==> config.mk <==
export PLATFORM = sky130hd
export DESIGN_NAME = window_label_mode_vote
export DESIGN_NICKNAME = d
export VERILOG_FILES = /design/src/hdl/wlmv_pkg.sv /design/src/hdl/window_label_mode_vote.sv
export SDC_FILE = /design/constraint.sdc
export NUM_CORES = 2
export LEC_CHECK = 0
export ABC_AREA = 1
export BUFFER_PORTS_ARGS = -buffer_cell sky130_fd_sc_hd__buf_2
export CAP_MARGIN = 5
export CORE_ASPECT_RATIO = 1.25
export CORE_MARGIN = 2
export CORE_UTILIZATION = 45
export DETAILED_ROUTE_END_ITERATION = 8
export GPL_TIMING_DRIVEN = 0
export PLACE_DENSITY = 0.71
export SLEW_MARGIN = 20
export SYNTH_ARGS = -nofsm -noshare
export SYNTH_HDL_FRONTEND = slang
export SYNTH_SLANG_ARGS = --single-unit
==> constraint.sdc <==
create_clock -name i_clk -period 16.2 [get_ports i_clk]
set_input_delay 3.24 -clock i_clk [delete_from_list [all_inputs] [get_ports i_clk]]
set_output_delay 3.24 -clock i_clk [all_outputs]
set_load 0.01 [all_outputs]
==> src/hdl/wlmv_pkg.sv <==
package wlmv_pkg;

    localparam int LABEL_W = 16;
    localparam int COUNT_W = 7;
    localparam int CFG_IDX_W = 1;
    localparam int CFG_DATA_W = 16;

    // register indexes
    localparam logic [CFG_IDX_W-1:0] CFG_SELECT_ENABLE = 1'b0;
    localparam logic [CFG_IDX_W-1:0] CFG_SELECT_LABEL  = 1'b1;

    typedef enum logic [2:0] {
        S_IDLE,
        S_RD,
        S_CMP,
        S_ALLOC,
        S_VOTE_START,
        S_VRD,
        S_VCMP,
        S_EMIT
    } t_state;

    typedef struct packed {
        logic [LABEL_W-1:0] label;
        logic               in_bounds;
        logic               last_in_window;
    } t_in_req;

    typedef struct packed {
        logic [LABEL_W-1:0] mode_label;
        logic [COUNT_W-1:0] mode_count;
        logic               write_enable;
    } t_out_req;

endpackage

==> src/hdl/window_label_mode_vote.sv <==
// Sequence: a request is accepted in S_IDLE; table entries are read (S_RD) and compared
//   (S_CMP) until a hit or the last used entry, and a new label is written in S_ALLOC.
//   Window close: S_VRD and S_VCMP per used entry, then S_EMIT loads the result register.
// The result load also waits while a stalled response still holds the result register.
// Throughput: one request at a time; the single table memory port and one comparator set it.
// Reset (sync, active low) clears the sequencer, fill count, result valid and config regs.
module window_label_mode_vote #(
    parameter int MAX_DISTINCT = 64,
    parameter int LABEL_BITS   = 16
) (
    input  logic                                    i_clk,
    input  logic                                    i_rst_n,
    input  logic                                    i_req_valid,
    output logic                                    o_req_stall,
    input  wlmv_pkg::t_in_req                       i_req,
    output logic                                    o_rsp_valid,
    input  logic                                    i_rsp_stall,
    output wlmv_pkg::t_out_req                      o_rsp,
    input  logic                                    i_cfg_wr_en,
    input  logic [wlmv_pkg::CFG_IDX_W-1:0]          i_cfg_index,
    input  logic [wlmv_pkg::CFG_DATA_W-1:0]         i_cfg_data
);
    import wlmv_pkg::*;

    // Table geometry: IDX_W addresses an entry, CNT_W holds 0..MAX_DISTINCT.
    localparam int IDX_W   = (MAX_DISTINCT > 1) ? $clog2(MAX_DISTINCT) : 1;
    localparam int CNT_W   = $clog2(MAX_DISTINCT + 1);
    // Stored label width: labels are masked to LABEL_BITS, never wider than the field.
    localparam int STORE_W = (LABEL_BITS < LABEL_W) ? LABEL_BITS : LABEL_W;
    localparam logic [CNT_W-1:0] MAX_CNT = CNT_W'(MAX_DISTINCT);

    // Table memories: one port, registered read. Only entries below r_used are read,
    // so the fill count stands in for any clearing.
    logic [STORE_W-1:0] m_label [MAX_DISTINCT];
    logic [CNT_W-1:0]   m_count [MAX_DISTINCT];

    t_state             r_state, n_state;
    logic [IDX_W-1:0]   r_idx, n_idx;
    logic [CNT_W-1:0]   r_used, n_used;
    logic [STORE_W-1:0] r_label;
    logic               r_last;
    logic [STORE_W-1:0] r_rd_label;
    logic [CNT_W-1:0]   r_rd_count;
    logic [STORE_W-1:0] r_best_label, n_best_label;
    logic [CNT_W-1:0]   r_best_count, n_best_count;
    t_out_req           r_out;
    logic               r_out_valid;
    logic               r_sel_en;
    logic [LABEL_W-1:0] r_sel_label;

    // memory controls
    logic               rd_en;
    logic               wr_label_en;
    logic               wr_count_en;
    logic [IDX_W-1:0]   wr_addr;
    logic [CNT_W-1:0]   wr_count;
    logic               load_out;

    logic               req_take;
    logic               at_end;      // r_idx is the last used entry
    logic               hit;
    logic               out_free;
    logic [LABEL_W-1:0] best_ext;

    assign req_take = i_req_valid && (r_state == S_IDLE);
    assign at_end   = ((CNT_W'(r_idx) + CNT_W'(1)) == r_used);
    assign hit      = (r_rd_label == r_label);
    assign out_free = !r_out_valid || !i_rsp_stall;
    assign best_ext = LABEL_W'(r_best_label);

    // ---------------- next state ----------------
    always_comb begin
        n_state = r_state;
        unique case (r_state)
            S_IDLE: begin
                if (i_req_valid) begin
                    if (i_req.in_bounds) begin
                        n_state = (r_used == '0) ? S_ALLOC : S_RD;
                    end else if (i_req.last_in_window) begin
                        n_state = S_VOTE_START;
                    end
                end
            end
            S_RD: begin
                n_state = S_CMP;
            end
            S_CMP: begin
                if (hit) begin
                    n_state = r_last ? S_VOTE_START : S_IDLE;
                end else if (at_end) begin
                    n_state = S_ALLOC;
                end else begin
                    n_state = S_RD;
                end
            end
            S_ALLOC: begin
                n_state = r_last ? S_VOTE_START : S_IDLE;
            end
            S_VOTE_START: begin
                n_state = (r_used == '0) ? S_EMIT : S_VRD;
            end
            S_VRD: begin
                n_state = S_VCMP;
            end
            S_VCMP: begin
                n_state = at_end ? S_EMIT : S_VRD;
            end
            S_EMIT: begin
                if (out_free) begin
                    n_state = S_IDLE;
                end
            end
            default: begin
                n_state = S_IDLE;
            end
        endcase
    end

    // ---------------- datapath controls ----------------
    always_comb begin
        n_idx        = r_idx;
        n_used       = r_used;
        n_best_label = r_best_label;
        n_best_count = r_best_count;
        rd_en        = 1'b0;
        wr_label_en  = 1'b0;
        wr_count_en  = 1'b0;
        wr_addr      = r_idx;
        wr_count     = r_rd_count;
        load_out     = 1'b0;
        unique case (r_state)
            S_IDLE: begin
                n_idx = '0;
            end
            S_RD: begin
                rd_en = 1'b1;
            end
            S_CMP: begin
                if (hit) begin
                    // saturating increment of the matching entry
                    wr_count_en = 1'b1;
                    if (r_rd_count < MAX_CNT) begin
                        wr_count = r_rd_count + CNT_W'(1);
                    end
                end else if (!at_end) begin
                    n_idx = r_idx + IDX_W'(1);
                end
            end
            S_ALLOC: begin
                // new label goes to the next free entry; dropped when the table is full
                if (r_used < MAX_CNT) begin
                    wr_addr     = r_used[IDX_W-1:0];
                    wr_label_en = 1'b1;
                    wr_count_en = 1'b1;
                    wr_count    = CNT_W'(1);
                    n_used      = r_used + CNT_W'(1);
                end
            end
            S_VOTE_START: begin
                n_idx        = '0;
                n_best_label = '0;
                n_best_count = '0;
            end
            S_VRD: begin
                rd_en = 1'b1;
            end
            S_VCMP: begin
                // strict compare keeps the earliest entry on a tie
                if (r_rd_count > r_best_count) begin
                    n_best_label = r_rd_label;
                    n_best_count = r_rd_count;
                end
                if (!at_end) begin
                    n_idx = r_idx + IDX_W'(1);
                end
            end
            S_EMIT: begin
                if (out_free) begin
                    load_out = 1'b1;
                    n_used   = '0;
                end
            end
            default: begin
            end
        endcase
    end

    assign o_req_stall = (r_state != S_IDLE);
    assign o_rsp_valid = r_out_valid;
    assign o_rsp       = r_out;

    // ---------------- table memories ----------------
    always_ff @(posedge i_clk) begin
        if (wr_label_en) begin
            m_label[wr_addr] <= r_label;
        end
        if (wr_count_en) begin
            m_count[wr_addr] <= wr_count;
        end
        if (rd_en) begin
            r_rd_label <= m_label[r_idx];
            r_rd_count <= m_count[r_idx];
        end
    end

    // ---------------- control registers ----------------
    always_ff @(posedge i_clk) begin
        if (!i_rst_n) begin
            r_state     <= S_IDLE;
            r_used      <= '0;
            r_out_valid <= 1'b0;
            r_sel_en    <= 1'b0;
            r_sel_label <= '0;
        end else begin
            r_state <= n_state;
            r_used  <= n_used;
            if (load_out) begin
                r_out_valid <= 1'b1;
            end else if (!i_rsp_stall) begin
                r_out_valid <= 1'b0;
            end
            if (i_cfg_wr_en) begin
                unique case (i_cfg_index)
                    CFG_SELECT_ENABLE: r_sel_en    <= i_cfg_data[0];
                    CFG_SELECT_LABEL:  r_sel_label <= i_cfg_data[LABEL_W-1:0];
                    default: begin
                    end
                endcase
            end
        end
    end

    // ---------------- payload registers ----------------
    always_ff @(posedge i_clk) begin
        r_idx        <= n_idx;
        r_best_label <= n_best_label;
        r_best_count <= n_best_count;
        if (req_take) begin
            r_label <= i_req.label[STORE_W-1:0];
            r_last  <= i_req.last_in_window;
        end
        if (load_out) begin
            r_out.mode_label   <= best_ext;
            r_out.mode_count   <= COUNT_W'(r_best_count);
            r_out.write_enable <= !r_sel_en || (best_ext == r_sel_label);
        end
    end

endmodule
==> results.yml <==
critical_path:
  cpPeakStageDelay_ns: 0.34
  crit_fanout: 6
  cp_data_arrival_time_ns: 2.20
  rrSetupSlack_ns: 11.50
  crit_path_top_delay_cell: "dfxtp_1"
  crit_chain: "nor2_1, inv_1, nor2_1, inv_1, buf_2"
  path_buf_inv: 3
  rr_worst_depth: 8
  required_ns: 12.96
  path_delay_family: "simple AND/OR/NAND/NOR gates"
  cp-start-kind: "flip-flop"
  reg2reg_to: "m_count[0][2]$_DFFE_PP_"
  worstReg2RegStart: "r_idx[0]$_SDFFCE_PP0P_"
  end_kind: "primary output"
  critPathKind: "reg -> out"
placement:
  gp_congestion: 1.06
  io_buffers: 65
  dp.cells: 7311
  hpwl_um: 187000
  placed_cell_area_sq_um: 69900
layout:
  fin_nets: 5640
  area_delta_synth_final_pct: 16.3
  design_area_sq_um: 74500
  drive_gt1_share_pct: 10.8
  final_cells: 7583
timing:
  tightest_slew_ns: 1.36
  setup_viol: 0
  fmax_mhz: 184
  rsz0062_at_grt: "no"
  hold_violations: 0
  min_period_ns: 5.44
  final.period_utilization_pct: 33.6
  final_max_slew_viol_count: 0
  setup_tns_ns: 0
  relSlewSlack_pct: 9.22
  fin_skew_ns: 0.0300
global_route:
  antenna_found_initial: 11
  gr-usage-all-layers_pct: 34.8
  grt_pass1_vias: 44400
  grt_overflow: 0
  grt_max_degree: 49
  grt_pass1_wl_um: 345000
die:
  start_util_pct: 45.4
  fp.dieW_um: 341
  num_rows: 154
  ioPinCount: 66
  die_y_um: 426
  die_area_sq_um: 145000
  core_region_area_sq_um: 141000
clock_network:
  numCtsBuffers: 148
  clkSinkCount: 1593
  clk_path_buf_depth: 3
  clk_pin_slew_worst_paths_ns: 0.06
  tritoncts: "built"
  cts_resized: 0
  h-tree-depth: 4
  clock_latency_ns: 0.82
  holdBufCountCts: 0
  cts-root-buf: "clkbuf_16"
  post_cts_buffers: 0
synth:
  ys_seq_area_share_pct: 74.3
  yosysMostFrequentCell: "edfxtp_1"
  synth_common_cells: "edfxtp_1 (1,565), nor2_1 (978), o21ai_0 (777)"
  syn_inst: 5231
  synth_cell_types: 35
  synthArstFlopShare_pct: 0
  synth-main-ff-cell: "edfxtp_1"
  ys.warnings.count: 0
  synth-seq-cells: 1593
  avgSynthCellArea_sq_um: 12.2
  synth_area_sq_um: 64000
  synth_top_area_share_pct: 73.4
  yosys.area.top_type: "edfxtp_1"
  synth_area_leaders: "edfxtp_1 (73%), o21ai_0 (6.1%), nor2_1 (5.7%)"
  synth_nets: 5282
  synth_edf_count: 1565
worst_hold_path:
  hp-class: "reg -> reg"
  worstHoldStart: "best_ext[4]$_SDFFCE_PN0P_"
  holdPathEnd: "o_rsp[12]$_DFFE_PP_"
  hold_depth: 0
status:
  violations: "design-rule violations"
  status: "complete, but fails checks"
route:
  initialDrtViolationCount: 7962
  vias: 47200
  final_antenna_net_count: 0
  via_per_inst: 6.23
  routedWlPerCell_um: 33.7
  firstDrtPassIters: 9
  drc: 2
  wirelength_um: 255000
power_and_ir_drop:
  irDropWorstVdd_uv: 112
  power.density_nw_per_um2: 193
  p_leak_nw: 24.7
flow_run:
  maxCapViolCount: 0
layout make-up:
cell class              count  area, sq um
diodes                      6         15.0
inverters                  95          359
flip-flops and latches   1593        47600
fillers                 11800        66500
clock buffers             176         3830
clock inverters            90          771
multi-input cells        3200        15100
repair buffers            208         3020
well taps                1872         2340
plain buffers             343         1480
power breakdown:
part | leakage [nW] | internal (mW) | switching (mW)
registers | 14.3 | 5.03 | 0.0878
clock network | 2.24 | 1.86 | 1.55
logic | 8.15 | 1.32 | 4.52
flip-flops by register name, summed over array words and instances, names as in the netlist, 16 cells and up:
register     count
m_label       1024
r_rd_label      16
m_count        448
o_rsp           24
best_ext        16
r_sel_label     16
r_label         16
routing by layer:
layer	GRT usage (%)	wire length, um	vias up
met5	0	45	-
met4	27.1	23800	6
met3	8.14	28700	830
met2	54.8	117000	3563
met1	41.2	85900	23200
li1	-	-	19600
placed cells by master (no fill, tap or decap), types with 17 or more instances in the layout:
| cell | Yosys | layout |
|---|---|---|
| nand3_1 | 297 | 296 |
| buf_6 | 1 | 17 |
| a21oi_1 | 19 | 18 |
| o22ai_1 | 348 | 345 |
| inv_1 | 86 | 86 |
| buf_8 | 0 | 72 |
| dfxtp_1 | 28 | 28 |
| clkbuf_1 | 244 | 261 |
| nor2_1 | 978 | 904 |
| nor2_2 | 4 | 41 |
| clkinv_2 | 0 | 25 |
| buf_2 | 45 | 110 |
| clkinv_1 | 2 | 36 |
| clkbuf_16 | 0 | 149 |
| buf_16 | 0 | 44 |
| edfxtp_1 | 1565 | 1565 |
| o21ai_0 | 777 | 773 |
| nand2_1 | 685 | 685 |
| buf_1 | 23 | 22 |
| nor2_4 | 13 | 50 |
| buf_4 | 30 | 30 |
| o21ai_1 | 23 | 23 |
how the worst max path moves through the flow:
stage                            start                      end  cells past startpoint
5_1_grt        r_state[1]$_SDFFE_PN0P_              o_req_stall                      5
2_1_floorplan              i_rsp_stall   r_used[4]$_SDFFE_PN0P_                      6
4_1_cts        r_state[1]$_SDFFE_PN0P_              o_req_stall                      5
6_report       r_state[1]$_SDFFE_PN0P_              o_req_stall                      5
3_3_place_gp      r_label[5]$_DFFE_PP_  m_count[0][5]$_DFFE_PP_                     10
3_5_place_dp   r_state[1]$_SDFFE_PN0P_              o_req_stall                      5
per-stage QoR:
stage	setup slack, ns	util (%)	power, mW	hold WS (ns)
2_1_floorplan	10.79	-	7.74	0.426
3_5_place_dp	11.63	49.6	10.7	0.443
6_report	10.76	52.8	14.4	0.458
3_3_place_gp	3.78	47.3	10.4	0.441
4_1_cts	10.72	52.8	14.0	0.457
5_1_grt	10.68	52.8	14.6	0.471
worst reg2reg max path, cell delays in order, from the launching register on:
cell	delay, ns
edfxtp_1	0.60
buf_4	0.32
inv_4	0.21
buf_2	0.46
buf_4	0.35
a21oi_4	0.15
nor2_2	1.06
nand2_1	0.31
nor2_1	0.86
cells by family after synthesis:
group,after synthesis,synth area share (%)
and+or+nand+nor,2000,12.6
xor gates and xnor gates,16,0.219
buffers and inverters,438,2.85
AOI/OAI and AO/OA,1173,9.90
adders and majority gates,11,0.215
DFF,1593,74.3
Power figures use the tool's default switching activity.
